`config.mk`:
```
export PLATFORM = sky130hd
export DESIGN_NAME = popip_ctrl
export DESIGN_NICKNAME = d
export VERILOG_FILES = /design/src/rtl/core/popip_pkg.sv /design/src/rtl/core/popip_ctrl.sv
export SDC_FILE = /design/constraint.sdc
export NUM_CORES = 1
export LEC_CHECK = 0
export ABC_AREA = 1
export BUFFER_PORTS_ARGS = -buffer_cell sky130_fd_sc_hd__buf_2
export CORE_MARGIN = 8
export CORE_UTILIZATION = 60
export CTS_BUF_LIST = sky130_fd_sc_hd__clkbuf_4 sky130_fd_sc_hd__clkbuf_8 sky130_fd_sc_hd__clkbuf_16
export CTS_CLUSTER_DIAMETER = 60
export DETAILED_ROUTE_END_ITERATION = 10
export PLACE_DENSITY = 0.86
export REMOVE_ABC_BUFFERS = 1
export SYNTH_ARGS = -nofsm -noshare
export SYNTH_HDL_FRONTEND = slang
export SYNTH_SLANG_ARGS = --single-unit
```
`constraint.sdc`:
```
create_clock -name clk -period 2.3 [get_ports clk]
set_input_delay 0 -clock clk [delete_from_list [all_inputs] [get_ports clk]]
set_output_delay 0 -clock clk [all_outputs]
set_load 0.02 [all_outputs]
```
`src/rtl/core/popip_pkg.sv`:
```
// Shared constants, codes and controller/datapath command types for the polygon block.
package popip_pkg;

  localparam int MAX_VERTICES = 64;
  localparam int DEPTH        = 2 * MAX_VERTICES;
  localparam int CNT_W        = $clog2(MAX_VERTICES + 1);
  localparam int ADDR_W       = $clog2(DEPTH);
  localparam int LAT_W        = 28;
  localparam int LON_W        = 29;
  localparam int VTX_W        = LAT_W + LON_W;
  localparam int DLAT_W       = LAT_W + 1;
  localparam int DLON_W       = LON_W + 1;
  localparam int PROD_W       = DLAT_W + DLON_W;

  typedef enum logic [1:0] {
    OP_CLEAR  = 2'd0,
    OP_APPEND = 2'd1,
    OP_TEST   = 2'd2,
    OP_OVL    = 2'd3
  } op_t;

  // Commands from controller to datapath
  typedef struct packed {
    logic              wr_en;
    logic              rd_en;
    logic [ADDR_W-1:0] addr;
    logic              edge_rd;
    logic              load_pt;
    logic              cap_pt;
    logic              clr_inside;
    logic              clr_acc;
    logic              acc_a;
    logic              acc_b;
    logic              res_load;
    op_t               res_op;
    logic              res_status;
  } cmd_t;

  // Status from datapath to controller
  typedef struct packed {
    logic busy;
  } stat_t;

endpackage

```
`src/rtl/core/popip_ctrl.sv`:
```
// Controller: vertex counts, walk sequencing and handshakes.
module popip_ctrl (
  input  logic             clk,
  input  logic             rst,
  input  logic             in_valid,
  output logic             in_ready,
  input  logic [1:0]       in_op,
  input  logic             in_sel,
  output logic             out_valid,
  input  logic             out_ready,
  output popip_pkg::cmd_t  cmd,
  input  popip_pkg::stat_t stat
);
  import popip_pkg::*;

  typedef enum logic [2:0] {S_IDLE, S_OV_NEXT, S_WALK, S_DRAIN, S_DONE} state_t;

  state_t           state;
  op_t              op;
  logic             status;
  logic             phase;
  logic             walk_p;
  logic [CNT_W-1:0] cnt [2];
  logic [CNT_W-1:0] k;
  logic [CNT_W-1:0] widx;
  logic [CNT_W-1:0] walk_n;
  logic [CNT_W-1:0] idx;
  logic             accept;
  op_t              in_code;
  logic             out_free;
  logic             ov_skip;

  assign in_code  = op_t'(in_op);
  assign in_ready = state == S_IDLE;
  assign accept   = in_valid && in_ready;
  assign out_free = !out_valid || out_ready;
  assign walk_n   = cnt[walk_p];
  assign ov_skip  = (k == cnt[phase]) || (cnt[!phase] < CNT_W'(3));

  // Address select per state
  always_comb begin
    unique case (state)
      S_IDLE:    idx = cnt[in_sel];
      S_OV_NEXT: idx = k;
      S_WALK:    idx = (widx == '0) ? walk_n - CNT_W'(1) : widx - CNT_W'(1);
      default:   idx = '0;
    endcase
  end

  // Decode commands
  always_comb begin
    cmd            = '0;
    cmd.res_op     = op;
    cmd.res_status = status;
    unique case (state)
      S_IDLE: begin
        cmd.addr       = ADDR_W'(idx) + (in_sel ? ADDR_W'(MAX_VERTICES) : '0);
        cmd.wr_en      = accept && in_code == OP_APPEND && cnt[in_sel] < CNT_W'(MAX_VERTICES);
        cmd.cap_pt     = accept && in_code == OP_TEST;
        cmd.clr_inside = accept && in_code == OP_TEST;
        cmd.clr_acc    = accept && in_code == OP_OVL;
      end
      S_OV_NEXT: begin
        cmd.addr       = ADDR_W'(idx) + (phase ? ADDR_W'(MAX_VERTICES) : '0);
        cmd.rd_en      = !ov_skip;
        cmd.load_pt    = !ov_skip;
        cmd.clr_inside = !ov_skip;
      end
      S_WALK: begin
        cmd.addr    = ADDR_W'(idx) + (walk_p ? ADDR_W'(MAX_VERTICES) : '0);
        cmd.rd_en   = 1'b1;
        cmd.edge_rd = widx != '0;
      end
      S_DRAIN: begin
        cmd.acc_a = !stat.busy && op == OP_OVL && !phase;
        cmd.acc_b = !stat.busy && op == OP_OVL && phase;
      end
      S_DONE: begin
        cmd.res_load = out_free;
      end
      default: ;
    endcase
  end

  // State, counts and output valid
  always_ff @(posedge clk) begin
    if (rst) begin
      state     <= S_IDLE;
      cnt[0]    <= '0;
      cnt[1]    <= '0;
      out_valid <= 1'b0;
      op        <= OP_CLEAR;
      status    <= 1'b0;
      phase     <= 1'b0;
      walk_p    <= 1'b0;
      k         <= '0;
      widx      <= '0;
    end else begin
      // Raise valid on a loaded result, drop it once the word is taken
      if (state == S_DONE && out_free) begin
        out_valid <= 1'b1;
      end else if (out_valid && out_ready) begin
        out_valid <= 1'b0;
      end
      unique case (state)
        S_IDLE: begin
          if (accept) begin
            op     <= in_code;
            status <= 1'b0;
            unique case (in_code)
              OP_CLEAR: begin
                cnt[in_sel] <= '0;
                state       <= S_DONE;
              end
              OP_APPEND: begin
                if (cnt[in_sel] < CNT_W'(MAX_VERTICES)) begin
                  cnt[in_sel] <= cnt[in_sel] + CNT_W'(1);
                end else begin
                  status <= 1'b1;
                end
                state <= S_DONE;
              end
              OP_TEST: begin
                walk_p <= in_sel;
                widx   <= '0;
                state  <= (cnt[in_sel] < CNT_W'(3)) ? S_DONE : S_WALK;
              end
              default: begin
                phase <= 1'b0;
                k     <= '0;
                state <= S_OV_NEXT;
              end
            endcase
          end
        end
        S_OV_NEXT: begin
          if (ov_skip) begin
            if (phase) begin
              state <= S_DONE;
            end else begin
              phase <= 1'b1;
              k     <= '0;
            end
          end else begin
            walk_p <= !phase;
            widx   <= '0;
            state  <= S_WALK;
          end
        end
        S_WALK: begin
          if (widx == walk_n) begin
            state <= S_DRAIN;
          end else begin
            widx <= widx + CNT_W'(1);
          end
        end
        S_DRAIN: begin
          if (!stat.busy) begin
            if (op == OP_OVL) begin
              k     <= k + CNT_W'(1);
              state <= S_OV_NEXT;
            end else begin
              state <= S_DONE;
            end
          end
        end
        S_DONE: begin
          if (out_free) begin
            state <= S_IDLE;
          end
        end
        default: state <= S_IDLE;
      endcase
    end
  end

  a_cnt0_max: assert property (@(posedge clk) disable iff (rst)
    cnt[0] <= CNT_W'(MAX_VERTICES)) else $error("count of polygon 0 above capacity");
  a_cnt1_max: assert property (@(posedge clk) disable iff (rst)
    cnt[1] <= CNT_W'(MAX_VERTICES)) else $error("count of polygon 1 above capacity");
  a_wr_room: assert property (@(posedge clk) disable iff (rst)
    cmd.wr_en |=> (status == 1'b0)) else $error("write issued on a full polygon");
  a_res_free: assert property (@(posedge clk) disable iff (rst)
    cmd.res_load |-> out_free) else $error("result overwrites a pending word");
  a_clear: assert property (@(posedge clk) disable iff (rst)
    (accept && in_code == OP_CLEAR && !in_sel) |=> cnt[0] == '0)
    else $error("clear did not empty polygon 0");

endmodule

```
==> summary.md, run 1 <==
| Metric | Value |
|---|---|
| Status | finished with violations |
| Failing checks | negative hold slack |
| Crit start category | flop |
| Final ANT Viol Nets | 0 |
| Number of DRC markers in iteration 0 | ~250 |
| Synthesized flop and latch total | 39 |
| YS warnings | 0 |
| Seq/Total Area, Yosys | 29.4% |
| Fin area | 0.00355 mm2 |
| N_diodes | 0 |
| Worst Path Required | 2.30 ns |
| Chip Width | between 80 and 90 um |
| Max_slew headroom | roughly 69% |
| Setup crit end kind | primary output |
| Slew Limit Fails | 0 |
| Die Height | between 80 and 90 um |
| Cell with the most instances after synthesis | nand2_1 |
| Post-synth top area share | between 10% and 20% |
| Sw Ratio | about 48% |
| Clk pwr share | about a fifth |
| IO buf count | 29 |
| WS Path Type | reg2out |
| Site Rows | 26 |
| Vias per cell | ~5.6 |
| Initial antenna violation count | 0 |
| Final setup vio count | 0 |
| Cell taking the most area after synthesis | nand2_1 |
| Final Power | roughly 3.2 mW |
| Post-synth top flop | dfxtp_1 |
| Least-Margin Pin Slew | 0.464 ns |
| Static Leak | around 1.6 nW |
| Layout Nets | 546 |
| CTS clk-pin slew, worst paths | 0.09 ns |
| Layout cell share with drive strength beyond 1 | 19.1% |
| Fillcell total | between 400 and 500 |
| Seq pwr share | 27.2% |
| GR Util All Layers | about a quarter |
| CTS Root Cell | clkbuf_8 |
| GPL Wtd Cong | 1.01 |
| Total of max-cap violations | 0 |
| Area after DPL | ~0.0033 mm2 |
| Clock Latency Late Sink | about 0.3 ns |
| Comb pwr share | 53.9% |
| DRC | 0 |
| GRT Residual Overflow | 0 |
| WL final | about 9000 um |
| RR Endpoint | cnt[1][0] |
| Io pins | 30 |
| CP Max Fanout | 5 |
| Core Area | 0.00507 mm2 |
| Min-delay worst type | in2reg |
| Worst R2R Path Depth | 10 |
| Unique masters post-synth | between 40 and 50 |
| CP arrival | between 2 and 2.5 ns |
| Area grow syn2layout | 13.5% |
| Synth top cells by count | nand2_1, nor2_1, inv_1 |
| CTS tree | built |
| Worst Hold Depth | 3 |
| Min Clock Period, post-route | between 2 and 2.5 ns |
| Hold Path End | op[0] |
| Largest net degree at the start of global routing | 24 |
| DRT Pass-1 Iters | 5 |
| Wire per inst | between 15 and 20 um |
| Detail Placement HPWL | 7110 um |
| Final hold vios | 1 |
| Post-synthesis cell area | between 0.003 and 0.004 mm2 |
| Fmax | 453 MHz |
| Max VDD drop | between 0.0005 and 0.0006 V |
| Reg2reg start | state[1] |
| First-pass GRT wire length | between 10000 and 15000 um |
| Cell Int Power | roughly 1.7 mW |
| Top cells by area, synth | nand2_1, dfxtp_1, edfxtp_1, nor2_1, inv_1 |
| Pwr dens | roughly 900 mW/mm2 |
| H-tree depth | 2 |
| Post-synth EDFFs | 14 |
| CTS Buf Count | 5 |
| Worst reg-to-reg setup slack | 0.13 ns |
| Post-Syn Instances | between 400 and 500 |
| NetSw | between 1.5 and 2 mW |
| CTS Sinks | 39 |
| Die area | 0.00778 mm2 |
| Fin crit share | slightly below 100% |
| Initial Util | between 60 and 70% |
| Post-Route Skew | ~0.0056 ns |
| CTS max path bufs | 2 |
| Hold path start | in_valid |
| Syn Area/Cell | 6.31 um2 |
| Number of global-route vias before repair | roughly 3200 |
| Final hold slack | -0.00204 ns |
| DR vias | roughly 3400 |
| Post-synth ARST share | 0% |
-- cell usage in the layout (no fill, tap or decap), drive strengths merged, types with 5 or more instances in the layout --
| master | instances |
|---|---|
| edfxtp | 14 |
| nor3 | 10 |
| inv | 65 |
| nand2 | 163 |
| nor2 | 67 |
| a21oi | 27 |
| o221ai | 5 |
| nand4 | 12 |
| xor2 | 8 |
| nand3 | 44 |
| clkbuf | 5 |
| o21ai | 25 |
| dfxtp | 25 |
| buf | 40 |
-- per-stage QoR --
step | instances | setup WS, ns | util, % | TNS (ns)
floorplan | 486 | -0.165 | - | -2.31
global placement | 593 | 0.240 | 65.9 | 0
detailed placement | 593 | 0.169 | 65.9 | 0
CTS | 602 | 0.0267 | 68.4 | 0
global route | 605 | -0.0341 | 70.0 | -0.0742
finish | 605 | 0.0919 | 70.0 | 0
-- routing by layer --
metal / share of wire [%] / global-route usage [%] / vias up / wire (um)
li1: - / - / 1692 / -
met1: 41 / 29.9 / 1539 / 3700
met4: 3.1 / 10.8 / 0 / 282
met2: 48 / 40.1 / 153 / 4340
met5: 0 / 0 / - / 0
met3: 8.7 / 4.36 / 29 / 796
-- power groups by stage --
stage                     logic [mW]  registers, mW  clock network (mW)
after global placement          1.49          0.865                   0
after CTS                       1.53          0.852               0.596
final                           1.72          0.864               0.602
after global routing            1.88          0.874               0.622
after detailed placement        1.52          0.868                   0
after floorplan                 1.12          0.860                   0
-- what timing repair did --
item                                    4_1_cts  5_1_grt
hold buffers                                  1        0
pin swaps                                     0        7
resized for setup                             1       26
endpoints found under the hold margin         1        0
buffers inserted                              0        3
endpoints found under the setup margin        3       13
-- worst max path at each step --
| stage | cells after the start | endpoint | from |
|---|---|---|---|
| 6_report | 14 | cmd[17] | widx[0] |
| 5_1_grt | 13 | cmd[16] | widx[0] |
| 4_1_cts | 13 | cmd[7] | flop |
| 3_5_place_dp | 10 | cnt[0][2] | state[1] |
| 3_3_place_gp | 10 | cnt[1][4] | state[1] |
| 2_1_floorplan | 9 | cnt[0][0] | state[1] |
-- state kept, by name, summed over array words and instances, names as in the netlist, named ones only --
register   flops
cnt           14
k              7
op             2
out_valid      1
phase          1
state          3
status         1
walk_p         1
widx           7
-- worst max-delay path: stages (launching register included) --
cell	delay (ns)
dfxtp_4	0.37
inv_2	0.08
ha_1	0.18
nand2_1	0.10
nor2_4	0.14
nand3_1	0.11
nand2_2	0.14
nand2_4	0.08
nor2_2	0.14
nand3_1	0.09
nand3_1	0.12
nand3_1	0.08
nand2_1	0.08
nor2_2	0.04
buf_4	0.15
-- layout make-up --
cell class,count,area (um2),area share [%]
clock buffer,5,68.8,1.94
clock inverter,3,43.8,1.23
inverter,66,250,7.04
multi-input combinational,381,1930,54.4
sequential,39,931,26.2
tap,70,87.6,2.47
timing repair buffer,41,240,6.76
-- kinds of logic after synthesis --
kind of cell               count (synthesis)  synth area share, %
DFF                                       39                 29.4
buffers and inverters                     76                 10.5
xor gates and xnor gates                   8                 2.24
AOI/OAI and AO/OA                         63                 12.0
and+or+nand+nor                          306                 44.2
adders and majority gates                  4                 1.60
Note: power is estimated with default switching activity, not from simulation.
==> inputs of run 2 (changes only) <==
ABC_AREA = not set   (was 1)
==> run 2 against run 1 <==
- the run ends with negative setup slack left
- fmax down 7.4%
- first-iteration DRC count up 43%
- critical path depth down 6
- largest power group unchanged
- non-clock buffer count up 27
- clock skew up 0.0052 ns
- combinational power up 45%
- count of clock-buffer cells in the layout unchanged
- routed wire length up 5.2%
==> summary.md, run 2 <==
| Metric | Value |
|---|---|
| Site Rows | 26 (unchanged) |
| Largest registers | cnt x14, k x7, widx x7 |
| Min-delay worst type | in2reg |
| Post-synth ARST share | 0% (unchanged) |
| CTS clk-pin slew, worst paths | 0.09 ns (about the same) |
| Post-Route Skew | 0.0108 ns (+0.00520 ns) |
| Die Height | 87.5 um (-0.87%) |
| Wire per inst | 19.5 um (+29%) |
| Initial antenna violation count | 0 (unchanged) |
| Number of global-route vias before repair | 2939 (-7.3%) |
| Crit path launch | cnt[0][2] |
| Detail Placement HPWL | 6450 um (-9.3%) |
| Commonest non-fill, non-tap cell in the layout | nor2_1 |
| Slew Limit Fails | 0 (unchanged) |
| Fmax | 419 MHz (-7.4%) |
| Failing checks | negative setup slack |
| Core Area | 0.00501 mm2 (-1.3%) |
| Vias per cell | 6.47 (+15%) |
| GPL Wtd Cong | 0.957 (-5.0%) |
| Setup TNS | -0.184 ns (-0.184 ns) |
| Pwr dens | 1080 mW/mm2 (+21%) |
| Reg2reg start | cnt[1][2] |
| Fin crit share | 104% (+7.7 points) |
| Top cells by area, synth | dfxtp_1, edfxtp_1, nor2_1, a21oi_1, mux2i_1 |
| Setup crit end kind | primary output |
| Hold path start | in_valid |
| Post-synthesis cell area | 0.00306 mm2 (-2.1%) |
| First-pass GRT wire length | 14200 um (-4.0%) |
| Final ANT Viol Nets | 0 (unchanged) |
| Number of DRC markers in iteration 0 | 359 (+43%) |
| RSZ-0062 raised after global routing | true |
| Final hold vios | 0 (-1) |
| Total of max-cap violations | 0 (unchanged) |
| GRT Residual Overflow | 0 (unchanged) |
| Chip Width | 87.5 um (-0.87%) |
| CP arrival | 2.38 ns (+0.17 ns) |
| Initial Util | 61.2% (-0.52 points) |
| Static Leak | 1.44 nW (-12%) |
| N_diodes | 0 (unchanged) |
| CTS Buf Count | 5 (unchanged) |
| DR vias | 3183 (-6.7%) |
| Least-Margin Pin Slew | 0.491 ns (+0.0272 ns) |
| Worst Path Required | 2.30 ns (about the same) |
| WS Path Type | reg2out |
| Final setup vio count | 4 (+4) |
| GR Util All Layers | 23.4% (-0.76 points) |
| Die area | 0.00765 mm2 (-1.7%) |
| Status | finished with violations |
| Crit start category | flop |
| Final hold slack | 0.000529 ns (+0.00257 ns) |
| Leading cell types in the layout, fill and taps excluded | nor2_1, buf_4, a21oi_1, nand2_1, buf_2 |
| Unique masters post-synth | 66 (+53%) |
| H-tree depth | 2 (unchanged) |
| Final worst slack | -0.0842 ns (-0.176 ns) |
| Fillcell total | 367 (-21%) |
| Post-synth EDFFs | 14 (unchanged) |
| Seq/Total Area, Yosys | 30.1% (+0.64 points) |
| Post-Syn Instances | 373 (-25%) |
| Largest register FFs | 14 (unchanged) |
| CTS tree | built |
| Clock Latency Late Sink | 0.31 ns (about the same) |
| Cell taking the most area after synthesis | dfxtp_1 |
| Layout cell share with drive strength beyond 1 | 31.5% (+12 points) |
| DRC | 0 (unchanged) |
| WL final | 9590 um (+5.2%) |
| Largest net degree at the start of global routing | 22 (-8.3%) |
| Area grow syn2layout | 20.9% |
| Worst R2R Path Depth | 7 (-3) |
| Cell with the most instances after synthesis | nor2_1 |
| Syn Area/Cell | 8.21 um2 (+30%) |
| CTS Root Cell | clkbuf_8 |
| CTS max path bufs | 2 (unchanged) |
| Layout Nets | 433 (-21%) |
| Synthesized flop and latch total | 39 (unchanged) |
| Largest Register | cnt |
| CTS Sinks | 39 (unchanged) |
| Max_slew headroom | 67.0% (-1.7 points) |
| Worst Hold Depth | 3 (unchanged) |
| Io pins | 30 (unchanged) |
| YS warnings | 0 (unchanged) |
| Post-synth top area share | 16.3% (-2.7 points) |
| DRT Pass-1 Iters | 6 (+1) |
| Min Clock Period, post-route | 2.38 ns (+0.176 ns) |
| CP Max Fanout | 6 (+1) |
| Synth top cells by count | nor2_1, a21oi_1, nand2_1 |
| Post-synth top flop | dfxtp_1 |
| Max VDD drop | 0.000510 V (-6.7%) |
| IO buf count | 29 (unchanged) |
run 2: cell types whose count changed in the layout (fill, tap and decap cells not counted), moves of 7 or more:
cell,previous run,this run
nor2_1,59,51
nor2b_1,0,7
inv_2,12,4
a21oi_1,25,32
nand2_1,154,29
xnor2_1,0,16
inv_1,52,4
nand4_1,12,1
nand3_1,40,15
mux2i_1,0,14
buf_4,12,40
o21ai_0,20,11
run 2: area by class of cell:
type | instances | area (um2) | share of cell area (%)
Multi-Input combinational cell | 299 | 2090 | 56.4
Sequential cell | 39 | 928 | 25.1
Timing Repair Buffer | 68 | 462 | 12.5
Tap cell | 70 | 87.6 | 2.36
Clock buffer | 5 | 68.8 | 1.86
Clock inverter | 3 | 38.8 | 1.05
Inverter | 8 | 30.0 | 0.810
run 2: final timing paths:
kind / slack, ns / end
setup / recovery: -0.08 / cmd[15]
hold / removal: 0.0005 / op[0]
setup reg to reg: -0.03 / k[4]
hold reg to reg: 0.50 / status
run 2: power breakdown:
part / internal, mW / total [mW] / switching, mW
Sequential: 0.802 / 0.915 / 0.113
Clock: 0.318 / 0.585 / 0.266
Combinational: 1.07 / 2.50 / 1.44
run 2: what timing repair did:
| item | CTS | global route |
|---|---|---|
| setup buffers | 0 | 5 |
| resized for setup | 8 | 26 |
| hold buffers | 0 | 0 |
| pin swaps | 0 | 14 |
| setup endpoints to repair | 12 | 22 |
run 2: per-stage QoR:
stage | total power [mW] | cells | cell area, um2 | setup slack [ns] | utilization, %
finish | 4.00 | 492 | 3710 | -0.0842 | 74.0
global route | 4.20 | 492 | 3710 | -0.190 | 74.0
CTS | 3.73 | 487 | 3570 | -0.00728 | 71.3
detailed placement | 3.11 | 479 | 3430 | -0.0191 | 68.5
global placement | 3.06 | 479 | 3430 | 0.0547 | 68.5
floorplan | 2.38 | 346 | 2930 | -0.251 | -
run 2: cells by family (layout without fill, tap and decap cells):
logic type               after synthesis  after routing  synth area share [%]
AND/OR/NAND/NOR                      158            158                  26.6
AO/OA/AOI/OAI                         85             85                  18.6
flip-flops                            39             39                  30.1
buffers and inverters                 35             84                  5.27
XOR/XNOR                              27             27                  8.70
multiplexers                          25             25                  9.11
adder cells (fa/ha/maj)                4              4                  1.63
run 2: per-layer routing:
metal | global-route usage (%) | part of all wire [%]
met3 | 4.53 | 8.4
met4 | 12.2 | 4.6
met5 | 0 | 0
met2 | 38.9 | 48
met1 | 27.8 | 39
run 2: worst max-delay path, stage by stage, from the launching register on:
cell and delay, ns:
edfxtp_1 0.51, nor3_1 0.31, a21oi_1 0.12, nor3b_2 0.24, o21ai_1 0.13, xnor2_1 0.17
a211o_1 0.28, a21oi_2 0.15, buf_4 0.16
==> inputs of run 3 (changes only) <==
GPL_TIMING_DRIVEN = 0   (was not set)
==> run 3 against run 2 <==
- the run still ends with negative setup slack left
- total power grew 2.2%
- largest power group unchanged
- count of clock-buffer cells in the layout is 2 higher
- largest cell class unchanged
- routed wire length decreased by 5.1%
- non-clock buffer count down 14
==> summary.md, run 3 (synthesis results as in run 2) <==
| Metric | Value |
|---|---|
| Pre-CTS setup slack | -0.362 ns (-0.343 ns) |
| NetSw | 1.85 mW (+2.1%) |
| Clk pwr share | 14.8% (+0.2 points) |
| WL final | 9100 um (-5.1%) |
| Max layer used | met4 |
| Fin area | 0.00378 mm2 (+1.9%) |
| Fmax | 434 MHz (+3.6%) |
| Largest registers | cnt x14, k x7, widx x7 |
| Clock Latency Late Sink | 0.31 ns (about the same) |
| First-pass GRT wire length | 13100 um (-8.0%) |
| Final hold slack | 0.00744 ns (+0.00691 ns) |
| Final hold vios | 0 (unchanged) |
| IO buf count | 29 (unchanged) |
| CTS Root Cell | clkbuf_8 |
| Wire per inst | 19.0 um (-2.4%) |
| CTS Sinks | 39 (unchanged) |
| Leading cell types in the layout, fill and taps excluded | nor2_1, a21oi_1, nand2_1, buf_2, buf_4 |
| Fillcell total | 334 (-9.0%) |
| Largest Register | cnt |
| Number of global-route vias before repair | 2737 (-6.9%) |
| GR Util All Layers | 21.6% (-1.8 points) |
| Area grow syn2layout | 23.2% |
| Min-delay worst type | in2reg |
| Crit start category | flop |
| Chip Width | 87.5 um (unchanged) |
| DRT Pass-1 Iters | 5 (-1) |
| Met3 wire len | 909 um (+13%) |
| Met2 WL | 4390 um (-5.5%) |
| Area after DPL | 0.00317 mm2 (-7.7%) |
| GRT Residual Overflow | 0 (unchanged) |
| Hold path start | in_valid |
| Core Area | 0.00501 mm2 (unchanged) |
| Comb pwr share | 59.3% (-3.2 points) |
| H-tree depth | 2 (unchanged) |
| Wl on met1 | 3520 um (-4.8%) |
| Vias per cell | 6.58 (+1.8%) |
| CP Max Fanout | 12 (+6) |
| Static Leak | 1.42 nW (-1.7%) |
| Commonest non-fill, non-tap cell in the layout | nor2_1 |
| Seq pwr share | 25.9% (+3.0 points) |
| CTS tree | built |
| Layout Nets | 419 (-3.2%) |
| Detail Placement HPWL | 5550 um (-14%) |
| Max VDD drop | 0.000618 V (+21%) |
| Post-Route Skew | 0.0162 ns (+0.00541 ns) |
| Die area | 0.00765 mm2 (unchanged) |
| Pwr dens | 1080 mW/mm2 (+0.27%) |
| Non-filler instance count after layout | 478 (-2.8%) |
| Final ANT Viol Nets | 0 (unchanged) |
| Status | finished with violations |
| DRC | 0 (unchanged) |
| Fin crit share | 100% (-3.6 points) |
| CTS clk-pin slew, worst paths | 0.09 ns (about the same) |
| Max_slew headroom | 59.2% (-7.8 points) |
| Hold_buf cts | 0 (unchanged) |
| Setup crit end kind | primary output |
| Final worst slack | -0.00228 ns (+0.0819 ns) |
| N_diodes | 0 (unchanged) |
| Initial Util | 61.2% (unchanged) |
| Sw Ratio | 45.3% (about the same) |
| Cell Int Power | 2.24 mW (+2.2%) |
| DR vias | 3147 (-1.1%) |
| Worst Path Required | 2.30 ns (about the same) |
| Min Clock Period, post-route | 2.30 ns (-0.0819 ns) |
| Total of max-cap violations | 0 (unchanged) |
| Site Rows | 26 (unchanged) |
| Failing checks | negative setup slack |
| WS Path Type | reg2out |
| Inst Count DP | 445 (-7.1%) |
| CTS max path bufs | 2 (unchanged) |
| Slew Limit Fails | 0 (unchanged) |
| Setup TNS | -0.00228 ns (+0.181 ns) |
| Crit path launch | state[0] |
| Least-Margin Pin Slew | 0.612 ns (+0.121 ns) |
| Number of DRC markers in iteration 0 | 322 (-10%) |
| CP arrival | 2.30 ns (-0.08 ns) |
| Largest net degree at the start of global routing | 33 (+50%) |
| Initial antenna violation count | 0 (unchanged) |
| Largest register FFs | 14 (unchanged) |
| RSZ-0062 raised after global routing | true |
| Final setup vio count | 1 (-3) |
| GPL Wtd Cong | 0.913 (-4.6%) |
| CTS Buf Count | 5 (unchanged) |
| Io pins | 30 (unchanged) |
| Die Height | 87.5 um (unchanged) |
| Layout cell share with drive strength beyond 1 | 33.3% (+1.8 points) |
[run 3: cell count changes in the layout (fill, tap and decap cells not counted), sizes merged]
| cell | previous run | this run |
|---|---|---|
| buf | 68 | 54 |
| clkbuf | 5 | 7 |
| clkinv | 2 | 0 |
[run 3: cell type report]
type                       instances  area (um2)  area share (%)
clock buffer                       7        83.8            2.22
tap                               70        87.6            2.32
sequential                        39         950            25.1
inverter                           8        35.0           0.928
timing repair buffer              54         348            9.21
multi-input combinational        299        2240            59.4
clock inverter                     1        30.0           0.795
[run 3: layer usage]
layer  vias to the layer above  GRT usage, %
li1                       1409             -
met1                      1478          25.8
met2                       220          35.9
met3                        40          5.28
met4                         0          9.22
met5                         -             0
[run 3: through the flow]
step | power, mW | util (%)
floorplan | 2.38 | -
CTS | 3.64 | 68.0
finish | 4.09 | 75.4
detailed placement | 2.84 | 63.3
global placement | 2.80 | 63.2
global route | 4.29 | 75.4
[run 3: what timing repair did]
action | CTS | global route
pin swaps | 2 | 13
gates resized for setup | 22 | 48
buffers inserted | 9 | 16
setup endpoints to repair | 45 | 33
[run 3: path summary, 6_finish.rpt]
check / end / slack [ns] / cells past startpoint
max: cmd[17] / -0.002 / 8
min: op[1] / 0.007 / 3
max reg2reg: state[1] / 0.02 / 9
min reg2reg: status / 0.49 / 2
[run 3: power groups by stage]
| stage | sequential [mW] | combinational (mW) | clock [mW] |
|---|---|---|---|
| 4_1_cts | 1.04 | 1.99 | 0.603 |
| 3_5_place_dp | 1.05 | 1.80 | 0 |
| 3_3_place_gp | 1.04 | 1.76 | 0 |
| 2_1_floorplan | 0.991 | 1.39 | 0 |
| 6_report | 1.06 | 2.43 | 0.606 |
| 5_1_grt | 1.07 | 2.59 | 0.626 |
[run 3: critical path: stages, from the launching register on]
cell	delay, ns
dfxtp_4	0.46
inv_2	0.12
or3_4	0.45
a21oi_1	0.20
o22ai_2	0.11
xnor2_1	0.20
xnor2_1	0.09
o32ai_1	0.13
buf_2	0.22
